--- config.mk ---
export PLATFORM = sky130hd
export DESIGN_NAME = tga_rle_pixel_decoder_unit
export DESIGN_NICKNAME = d
export VERILOG_FILES = /design/src/rtl/core/tgarle_pkg.sv /design/src/rtl/core/tgarle_decode.sv /design/src/rtl/core/tgarle_out_reg.sv /design/src/rtl/core/tga_rle_pixel_decoder_unit.sv
export SDC_FILE = /design/constraint.sdc
export NUM_CORES = 1
export LEC_CHECK = 0
export CAP_MARGIN = 20
export CORE_MARGIN = 10
export CORE_UTILIZATION = 50
export CTS_BUF_LIST = sky130_fd_sc_hd__clkbuf_16
export DETAILED_ROUTE_END_ITERATION = 10
export DONT_BUFFER_PORTS = 1
export GPL_TIMING_DRIVEN = 0
export MAX_ROUTING_LAYER = met4
export SYNTH_ARGS = -nofsm -noshare
export SYNTH_HDL_FRONTEND = slang
export SYNTH_SLANG_ARGS = --single-unit
--- constraint.sdc ---
create_clock -name aclk -period 10.2 [get_ports aclk]
set_clock_uncertainty 0.05 [all_clocks]
set_input_delay 0.51 -clock aclk [delete_from_list [all_inputs] [get_ports aclk]]
set_output_delay 0.51 -clock aclk [all_outputs]
set_load 0.05 [all_outputs]
--- src/rtl/core/tgarle_pkg.sv ---
// Package for the TGA run-length pixel decoder.
// Holds configuration indexes, pixel format codes, shared structs and helpers.
// No dependencies.
`timescale 1ns / 1ps
`default_nettype none

package tgarle_pkg;

    // Configuration register indexes
    localparam logic [1:0] CFG_RLE_ENABLE   = 2'd0;
    localparam logic [1:0] CFG_PIXEL_FORMAT = 2'd1;
    localparam logic [1:0] CFG_PIXEL_COUNT  = 2'd2;

    // Pixel format codes (code 3 behaves as 32-bit)
    localparam logic [1:0] FMT_16_5551 = 2'd0;
    localparam logic [1:0] FMT_24_BGR  = 2'd1;
    localparam logic [1:0] FMT_32_BGRA = 2'd2;

    localparam logic [1:0]  RESET_PIXEL_FORMAT = FMT_32_BGRA;
    localparam logic [31:0] RESET_PIXEL_COUNT  = 32'd1;

    typedef struct packed {
        logic        rle_enable;
        logic [1:0]  pixel_format;
        logic [31:0] pixel_count;
    } tgarle_cfg_t;

    typedef struct packed {
        logic [7:0] red;
        logic [7:0] green;
        logic [7:0] blue;
        logic [7:0] alpha;
        logic [7:0] repeat_count;
        logic       overrun;
        logic       image_done;
    } tgarle_result_t;

    // Bytes per pixel for a format code
    function automatic logic [2:0] bytes_per_pixel(input logic [1:0] fmt);
        logic [2:0] bpp;
        case (fmt)
            FMT_16_5551: bpp = 3'd2;
            FMT_24_BGR:  bpp = 3'd3;
            default:     bpp = 3'd4;
        endcase
        return bpp;
    endfunction

endpackage

`default_nettype wire

--- src/rtl/core/tgarle_decode.sv ---
// Decoder core: packet phase, pixel byte gathering, colour conversion and counting.
// Depends on tgarle_pkg.
`timescale 1ns / 1ps
`default_nettype none

module tgarle_decode (
    input  wire                     aclk,
    input  wire                     aresetn,
    input  wire                     step_en,
    input  wire  [7:0]              data_byte,
    input  wire                     start_of_image,
    input  wire tgarle_pkg::tgarle_cfg_t cfg,
    output logic                    res_valid,
    output tgarle_pkg::tgarle_result_t res
);
    import tgarle_pkg::*;

    typedef enum logic [1:0] {
        PH_HEADER = 2'd0,
        PH_RUN    = 2'd1,
        PH_RAW    = 2'd2,
        PH_DONE   = 2'd3
    } phase_t;

    phase_t      phase_reg,    phase_next;
    logic [1:0]  bpos_reg,     bpos_next;
    logic [23:0] gath_reg,     gath_next;
    logic [7:0]  pleft_reg,    pleft_next;
    logic [31:0] pdone_reg,    pdone_next;

    // State as seen by this byte (start of image clears it first)
    phase_t      cur_phase;
    logic [1:0]  cur_bpos;
    logic [23:0] cur_gath;
    logic [7:0]  cur_pleft;
    logic [31:0] cur_pdone;

    logic [32:0] remain_wide;
    logic [31:0] remain;
    logic        ignore;
    logic        complete;
    logic        emit;
    logic [7:0]  want;
    logic        over;
    logic [7:0]  rep;
    logic        finished;
    logic [7:0]  b0, b1, b2;

    assign cur_phase = start_of_image ? PH_HEADER : phase_reg;
    assign cur_bpos  = start_of_image ? 2'd0  : bpos_reg;
    assign cur_gath  = start_of_image ? 24'd0 : gath_reg;
    assign cur_pleft = start_of_image ? 8'd0  : pleft_reg;
    assign cur_pdone = start_of_image ? 32'd0 : pdone_reg;

    // Pixels left in the image; borrow means more done than asked for
    assign remain_wide = {1'b0, cfg.pixel_count} - {1'b0, cur_pdone};
    assign remain      = remain_wide[31:0];
    assign ignore      = (cur_phase == PH_DONE) || remain_wide[32] || (remain == 32'd0);

    assign complete = ({1'b0, cur_bpos} + 3'd1) >= bytes_per_pixel(cfg.pixel_format);

    assign b0 = cur_gath[7:0];
    assign b1 = cur_gath[15:8];
    assign b2 = cur_gath[23:16];

    // A run pixel asks for the whole packet, any other pixel for one
    assign want = (cfg.rle_enable && cur_phase == PH_RUN) ? cur_pleft : 8'd1;

    // Clamp the wanted count to the pixels left; done when it takes them all
    assign over     = (remain[31:8] == 24'd0) && (remain[7:0] < want);
    assign rep      = over ? remain[7:0] : want;
    assign finished = (remain[31:8] == 24'd0) && (remain[7:0] == rep);

    // Next-state and result selection
    always_comb begin
        phase_next = cur_phase;
        bpos_next  = cur_bpos;
        gath_next  = cur_gath;
        pleft_next = cur_pleft;
        pdone_next = cur_pdone;
        emit       = 1'b0;

        if (!ignore) begin
            if (cfg.rle_enable && cur_phase == PH_HEADER) begin
                pleft_next = {1'b0, data_byte[6:0]} + 8'd1;
                phase_next = data_byte[7] ? PH_RUN : PH_RAW;
                bpos_next  = 2'd0;
                gath_next  = 24'd0;
            end else if (!complete) begin
                case (cur_bpos)
                    2'd0:    gath_next[7:0]   = cur_gath[7:0]   | data_byte;
                    2'd1:    gath_next[15:8]  = cur_gath[15:8]  | data_byte;
                    2'd2:    gath_next[23:16] = cur_gath[23:16] | data_byte;
                    default: gath_next        = cur_gath;
                endcase
                bpos_next = cur_bpos + 2'd1;
            end else begin
                emit      = 1'b1;
                bpos_next = 2'd0;
                gath_next = 24'd0;
                if (cfg.rle_enable) begin
                    if (cur_phase == PH_RUN) begin
                        pleft_next = 8'd0;
                        phase_next = PH_HEADER;
                    end else begin
                        pleft_next = cur_pleft - 8'd1;
                        if (pleft_next == 8'd0) begin
                            phase_next = PH_HEADER;
                        end
                    end
                end
                pdone_next = cur_pdone + {24'd0, rep};
                if (finished) begin
                    phase_next = PH_DONE;
                end
            end
        end
    end

    // Colour conversion of the completed pixel
    always_comb begin
        res = '0;
        case (cfg.pixel_format)
            FMT_16_5551: begin
                res.red   = {data_byte[6:2], 3'b000};
                res.green = {data_byte[1:0], b0[7:5], 3'b000};
                res.blue  = {b0[4:0], 3'b000};
                res.alpha = data_byte[7] ? 8'd0 : 8'd255;
            end
            FMT_24_BGR: begin
                res.red   = data_byte;
                res.green = b1;
                res.blue  = b0;
                res.alpha = 8'd255;
            end
            default: begin
                res.red   = b2;
                res.green = b1;
                res.blue  = b0;
                res.alpha = data_byte;
            end
        endcase
        res.repeat_count = rep;
        res.overrun      = over;
        res.image_done   = finished;
    end

    assign res_valid = emit;

    // Decoder state
    always_ff @(posedge aclk) begin
        if (!aresetn) begin
            phase_reg <= PH_HEADER;
            bpos_reg  <= 2'd0;
            gath_reg  <= 24'd0;
            pleft_reg <= 8'd0;
            pdone_reg <= 32'd0;
        end else if (step_en) begin
            phase_reg <= phase_next;
            bpos_reg  <= bpos_next;
            gath_reg  <= gath_next;
            pleft_reg <= pleft_next;
            pdone_reg <= pdone_next;
        end
    end

endmodule

`default_nettype wire

--- src/rtl/core/tgarle_out_reg.sv ---
// Result register of the decoder, drives the m_ channel.
// Depends on tgarle_pkg.
`timescale 1ns / 1ps
`default_nettype none

module tgarle_out_reg (
    input  wire                        aclk,
    input  wire                        aresetn,
    input  wire                        load,
    input  wire tgarle_pkg::tgarle_result_t res,
    input  wire                        m_ready,
    output logic                       m_valid,
    output tgarle_pkg::tgarle_result_t m_res
);
    import tgarle_pkg::*;

    logic           valid_reg, valid_next;
    tgarle_result_t res_reg;

    // Valid holds until the transaction completes or a new result lands
    always_comb begin
        valid_next = valid_reg;
        if (load) begin
            valid_next = 1'b1;
        end else if (m_ready) begin
            valid_next = 1'b0;
        end
    end

    always_ff @(posedge aclk) begin
        if (!aresetn) begin
            valid_reg <= 1'b0;
        end else begin
            valid_reg <= valid_next;
        end
    end

    // Payload, no reset needed
    always_ff @(posedge aclk) begin
        if (load) begin
            res_reg <= res;
        end
    end

    assign m_valid = valid_reg;
    assign m_res   = res_reg;

endmodule

`default_nettype wire

--- src/rtl/core/tga_rle_pixel_decoder_unit.sv ---
// Top level of the TGA run-length pixel decoder: configuration registers,
// input register, decoder core and result register.
// Depends on tgarle_pkg, tgarle_decode, tgarle_out_reg.
//
//   Channel  Dir  Handshake         Payload
//   s_       in   s_valid/s_ready   data_byte, start_of_image
//   m_       out  m_valid/m_ready   red, green, blue, alpha, repeat_count,
//                                   overrun, image_done
//   cfg_     in   cfg_we            cfg_addr, cfg_wdata
//
// One byte per cycle sustained while the result register is not held. A byte waits
// in the input register, and its pixel, if any, loads into the result register as it leaves.
// Bytes that finish no pixel give no transaction. When the result register is
// held by m_ready low, the input register stalls and s_ready drops.
// Synchronous active-low reset; configuration returns to its defaults.
`timescale 1ns / 1ps
`default_nettype none

module tga_rle_pixel_decoder_unit (
    input  wire         aclk,
    input  wire         aresetn,
    // Configuration
    input  wire         cfg_we,
    input  wire  [1:0]  cfg_addr,
    input  wire  [31:0] cfg_wdata,
    // Byte input
    input  wire         s_valid,
    output logic        s_ready,
    input  wire  [7:0]  s_data_byte,
    input  wire         s_start_of_image,
    // Pixel output
    output logic        m_valid,
    input  wire         m_ready,
    output logic [7:0]  m_red,
    output logic [7:0]  m_green,
    output logic [7:0]  m_blue,
    output logic [7:0]  m_alpha,
    output logic [7:0]  m_repeat_count,
    output logic        m_overrun,
    output logic        m_image_done
);
    import tgarle_pkg::*;

    tgarle_cfg_t    cfg_reg;
    logic           in_valid_reg;
    logic [7:0]     in_byte_reg;
    logic           in_sof_reg;
    logic           advance;
    logic           res_valid;
    tgarle_result_t res;
    tgarle_result_t m_res;

    // Configuration registers
    always_ff @(posedge aclk) begin
        if (!aresetn) begin
            cfg_reg.rle_enable   <= 1'b0;
            cfg_reg.pixel_format <= RESET_PIXEL_FORMAT;
            cfg_reg.pixel_count  <= RESET_PIXEL_COUNT;
        end else if (cfg_we) begin
            case (cfg_addr)
                CFG_RLE_ENABLE:   cfg_reg.rle_enable   <= cfg_wdata[0];
                CFG_PIXEL_FORMAT: cfg_reg.pixel_format <= cfg_wdata[1:0];
                CFG_PIXEL_COUNT:  cfg_reg.pixel_count  <= cfg_wdata;
                default:          cfg_reg              <= cfg_reg;
            endcase
        end
    end

    // Input stage moves on when the result register has room
    assign advance = in_valid_reg && (!m_valid || m_ready);
    assign s_ready = !in_valid_reg || advance;

    always_ff @(posedge aclk) begin
        if (!aresetn) begin
            in_valid_reg <= 1'b0;
        end else if (s_ready) begin
            in_valid_reg <= s_valid;
        end
    end

    always_ff @(posedge aclk) begin
        if (s_valid && s_ready) begin
            in_byte_reg <= s_data_byte;
            in_sof_reg  <= s_start_of_image;
        end
    end

    tgarle_decode u_decode (
        .aclk           (aclk),
        .aresetn        (aresetn),
        .step_en        (advance),
        .data_byte      (in_byte_reg),
        .start_of_image (in_sof_reg),
        .cfg            (cfg_reg),
        .res_valid      (res_valid),
        .res            (res)
    );

    tgarle_out_reg u_out_reg (
        .aclk    (aclk),
        .aresetn (aresetn),
        .load    (advance && res_valid),
        .res     (res),
        .m_ready (m_ready),
        .m_valid (m_valid),
        .m_res   (m_res)
    );

    assign m_red          = m_res.red;
    assign m_green        = m_res.green;
    assign m_blue         = m_res.blue;
    assign m_alpha        = m_res.alpha;
    assign m_repeat_count = m_res.repeat_count;
    assign m_overrun      = m_res.overrun;
    assign m_image_done   = m_res.image_done;

endmodule

`default_nettype wire

After elaboration in Yosys (flattened, before gate mapping)
Cells that the tools add are included.
{"block": "word_totals", "ff_bits": 156, "inputBits": 48, "out_inout_bits": 44, "elab_cells": 102}
{"block": "op_classes", "addsub": 6, "magnitude_cmp": 2, "eq_ne": 8, "mux": 40, "bitwise": 3, "reduce_logical": 24}
{"operator": "$mux W32", "count": 4}
{"operator": "$mux W24", "count": 4}
{"operator": "$mux W8", "count": 12}
{"operator": "$pmux W32 S2", "count": 1}
{"operator": "$sub A32 B32 Y33", "count": 1}
{"operator": "$add A32 B8 Y32", "count": 1}
{"operator": "$logic_not A32 Y1", "count": 1}
{"operator": "$mux W2", "count": 13}
{"operator": "$logic_not A24 Y1", "count": 1}
{"operator": "$or A8 B8 Y8", "count": 3}
{"operator": "$add A7 B1 Y8 const B", "count": 1}
{"operator": "$eq A2 B1 Y1 const B", "count": 4}
{"operator": "$eq A8 B8 Y1", "count": 1}
{"operator": "$logic_not A2 Y1", "count": 4}
{"operator": "$logic_not A8 Y1", "count": 1}
{"operator": "$lt A8 B8 Y1", "count": 1}
{"operator": "$sub A8 B1 Y8 const B", "count": 1}
{"operator": "$logic_and A1 B1 Y1", "count": 7}
{"operator": "$eq A2 B2 Y1 const B", "count": 3}
{"operator": "$pmux W3 S2", "count": 1}
{"operator": "$reduce_and A2 Y1", "count": 3}
{"operator": "$mux W1", "count": 5}
{"operator": "$logic_or A1 B1 Y1", "count": 4}
{"operator": "$add A2 B1 Y3 const B", "count": 1}
{"operator": "4 further kinds", "count": 5}

Logic depth before layout (Yosys ltp)
{"block": "logic_depth", "ltp_word": 13, "ltp_mapped": 31, "mapped_depth_nobuf": 26}

Hierarchy
A second synthesis with hierarchy kept.
{"block": "unflattened", "hier_cells": 1233, "hier_area_um2": 10344.9}
{"module": "tgarle_decode", "instances": 1, "cells_each": 1018, "area_per_inst_um2": 7264.5, "seq_area_each_um2": 1361.3}
{"module": "tga_rle_pixel_decoder_unit", "instances": 1, "cells_each": 170, "area_per_inst_um2": 1778.0, "seq_area_each_um2": 991.0}
{"module": "tgarle_out_reg", "instances": 1, "cells_each": 45, "area_per_inst_um2": 1302.5, "seq_area_each_um2": 1281.2}

Worst setup path after synthesis
OpenSTA, ideal clock, no wires.
{"block": "synth_path", "path_kind": "register -> register", "start": "register in_sof_reg", "end": "register u_decode.pdone_reg[24]", "setup_ns": 0.132, "arrival_time_ns": 6.316, "t_required_ns": 10.018, "setup_slack_ns": 3.701, "stages_incl_launch_ff": 31, "n_path_buf": 6, "synth_period_minus_slack_ns": 6.499, "cell_sequence": "edfxtp_1 > clkbuf_1 > clkbuf_1 > clkbuf_1 > clkbuf_1 > clkbuf_1 > nand2b_1 > ha_1 > buf_2 > a21oi_1 > o221ai_1 > or3_1 > a2111oi_0 > nand4_1 > a2111o_1 > nor3_1 > nand2_1 > mux2i_1 > ha_1 > inv_1 > fa_1 > inv_1 > a21oi_1 > o21bai_1 > a21o_1 > a21o_1 > a21o_1 > a21oi_1 > nor3_2 > a31o_2 > a21oi_1"}
{"item": "start, declared", "line": "tga_rle_pixel_decoder_unit.sv:47", "text": "logic in_sof_reg;"}
{"item": "start signal, assigned", "line": "tga_rle_pixel_decoder_unit.sv:84", "text": "in_sof_reg <= s_start_of_image;"}
{"item": "end signal, assigned", "line": "tgarle_decode.sv:163", "text": "pdone_reg <= pdone_next;"}
{"item": "end, declared", "line": "tgarle_decode.sv:29", "text": "logic [31:0] pdone_reg, pdone_next;"}

==> metrics.txt <==
outcome=complete, no violations; clock sink count=156; max FFs per register=between 40 and 50; DRT Pass-1 Iters=5; Max transition margin=43.6%; # port buffers=0; Top FF cell, synth=dfxtp_1; syn_area_per_cell=8.28 sq um; Starting DRT DRC Count=817; RSZ-0062 raised after global routing=no; Logic pwr share=between 15 and 20%; Core ar.=19500 sq um; post-CTS setup repair buffer count=0; Hold Crit Class=input port to register; leakage power=4.37 nW; worst hold stages=0; filler cell count=1900; final core utilization=a little under three fifths; Tightest Pin Transition=0.839 ns; largest family of logic cells by synthesized area=simple AND/OR/NAND/NOR gates; EDFF count, synth=51; final setup fails=0; Adder-Cell Fraction of Synth Area=7.93%; layout cells sized above 1=5.17%; Syn Nets=approximately 1300; latest clock arrival within the worst-skew pair=0.44 ns; sequential area share after synthesis=between 30% and 40%; cts repair resizes=0; vias in the first global route=a little under 9000; Critical Path Start Type=register; H-tree levels=4; CP max stage cell=a2111oi_0; CTS Buf Count=17; Syn Inst Count=1204; internal power=about 1.1 mW; r2r worst-path depth=30; synth-to-layout area growth=9.54%; Hold Vio Cnt, Final=0; DRC Markers=0; Vias/cell=6.01; Vias=9029; initial antenna violation count=0; Post-synth ARST share=0%; most used cell, CP=clkbuf_1; crit-path max cell delay=0.59 ns; largest net degree at the start of global routing=42; Psw=between 0.4 and 0.5 mW; crit path capture type=register; Remaining Overflow, GRT=0; Post-Route WL=30100 microns; Synth cell types=79; post-synth top area cell=dfxtp_1; Tcrit/Tclk final=92.8%; clock period minus worst slack=9.47 ns; Final Max Tran Viols=0; initial core utilization=51.1%; Synth Area in Compound Gates=22.4%; critical path arrival=9.70 ns; Max Fclk=0.106 GHz; crit path max fanout=10; first-pass GRT wire length=47700 microns; share of the synthesized area in the top cell type=21.1%; gr usage total=23.5%; Post-Synthesis Cell Area=9970 sq um; Multi-input gate area=5840 sq um; post-synthesis register bit count=156; cts hold-fix bufs=0; clk root buf=clkbuf_16; FF/Latch Area=3630 sq um; post-synthesis xor/xnor area fraction=~2.7%; peak supply drop=approximately 130 uV; final net count=1334; CTS tree=built; final setup TNS=0 ns; clk buf depth=2; CP required=10.43 ns; max-cap viol count=0; number of I/O pins=92; wire per inst=20.0 microns; hpwl dp=23000 microns; critical path class=register to register; Pwr per Cell Area=145 nW/um^2; Die Y-Extent=161 microns; GPL Wtd Cong=0.948; Synth area leaders=dfxtp_1 21%, edfxtp_1 15%, nand2_1 7.6%, ha_1 7.5%, a21oi_1 6.0%; ANT cells=0; Syn. warnings=0; Worst-path clk slew=approximately 0.070 ns; die width=161 microns; Row Count=51; simple-gate share of the synthesized area=22.6%; mux contribution to synthesized area=2.92%; Sw Share=between 30 and 40%; part of the power in the clock network=approximately two fifths; die area=26000 sq um; DRT antenna net count=0; Reg power frac=between 40% and 50%
[stage by stage]
step	hold WS [ns]	total power, mW	setup WS, ns	instances	instance area, sq um
after global routing	0.0948	1.65	0.0219	1502	10900
final	0.112	1.58	0.730	1502	10900
after global placement	0.401	0.934	1.02	1469	10300
after detailed placement	0.404	0.935	1.05	1470	10300
after floorplan	0.390	0.869	3.70	1204	9970
after CTS	0.104	1.59	0.981	1502	10900
[worst max-delay path: cells and delay by family, from the launching register on]
family                     cells  cell delay (ns)
DFF                            1             0.47
muxes                          1             0.33
buffers and inverters          8             2.79
adders and majority gates      3             0.88
and+or+nand+nor                6             1.84
AOI/OAI and AO/OA             12             2.91
[cell usage after synthesis, drive strengths merged (5+ instances only)]
cell type,count
edfxtp,51
a211oi,8
a31o,7
clkbuf,60
nand3,34
o221ai,9
or2,5
mux2i,28
a21o,17
xor2,15
inv,57
o22ai,14
nor4,10
xnor2,16
nor3,26
dfxtp,105
nand3b,5
nor2b,14
nand2,203
a31oi,10
o211ai,14
and2,14
nor2,53
and3,13
nand2b,44
a22o,26
buf,10
ha,60
a21oi,122
o21ai,45
nand4,20
o21a,12
[power groups by stage]
stage,Clock (mW),Combinational (mW),Sequential [mW]
CTS,0.666,0.255,0.667
floorplan,0,0.192,0.677
detailed placement,0,0.254,0.681
finish,0.657,0.260,0.667
global placement,0,0.253,0.681
global route,0.691,0.286,0.669
[worst paths after layout]
| check | end | startpoint | slack, ns |
|---|---|---|---|
| worst min-delay path | in_byte_reg[5] | s_data_byte[5] | 0.11 |
| worst min register to register | cfg_reg[15] | cfg_reg[15] | 0.41 |
| worst max-delay path | u_decode.pdone_reg[26] | in_sof_reg | 0.73 |
| worst max register to register | u_decode.pdone_reg[26] | in_sof_reg | 0.73 |
[cells by family after synthesis]
family / after synthesis
and+or+nand+nor: 462
AOI/OAI and AO/OA: 337
adders and majority gates: 62
xor gates and xnor gates: 31
muxes: 29
DFF: 156
buffers and inverters: 127
[layer usage]
metal,GRT usage (%),vias to the layer above,wire [microns]
met5,-,-,0
met4,7.86,0,675
met3,4.52,38,1780
met2,35.6,266,13600
met1,30.8,4315,14000
li1,-,4410,-
[final cells by class]
class                      count  share of cell area [%]
buffer                        70                    2.58
clock buffer                  17                    3.89
clock inverter                15                    1.59
inverter                      57                    1.96
multi-input combinational    921                    53.5
sequential                   156                    33.3
tap                          265                    3.04
timing repair buffer           1                   0.183
[cells in the final DEF (no fill, tap or decap), types with 6 or more instances in the layout]
cell         n
inv_1       56
o21a_1      12
mux2i_1     28
buf_2        6
o211ai_1    14
nand2b_1    44
nor2_1      52
nand3_1     34
o21ai_0     41
dfxtp_1    105
and3_1      13
nor2b_1     14
a21oi_1    120
and2_1      13
clkbuf_16   17
a21o_1      17
a31oi_1     10
o221ai_1     9
xnor2_1     16
o22ai_1     14
nand2_1    203
edfxtp_1    51
ha_1        60
a31o_2       6
nor4_1       9
nor3_1      22
a211oi_1     7
clkbuf_1    60
xor2_1      15
a22o_1      26
nand4_1     20
Power figures use the tool's default switching activity.
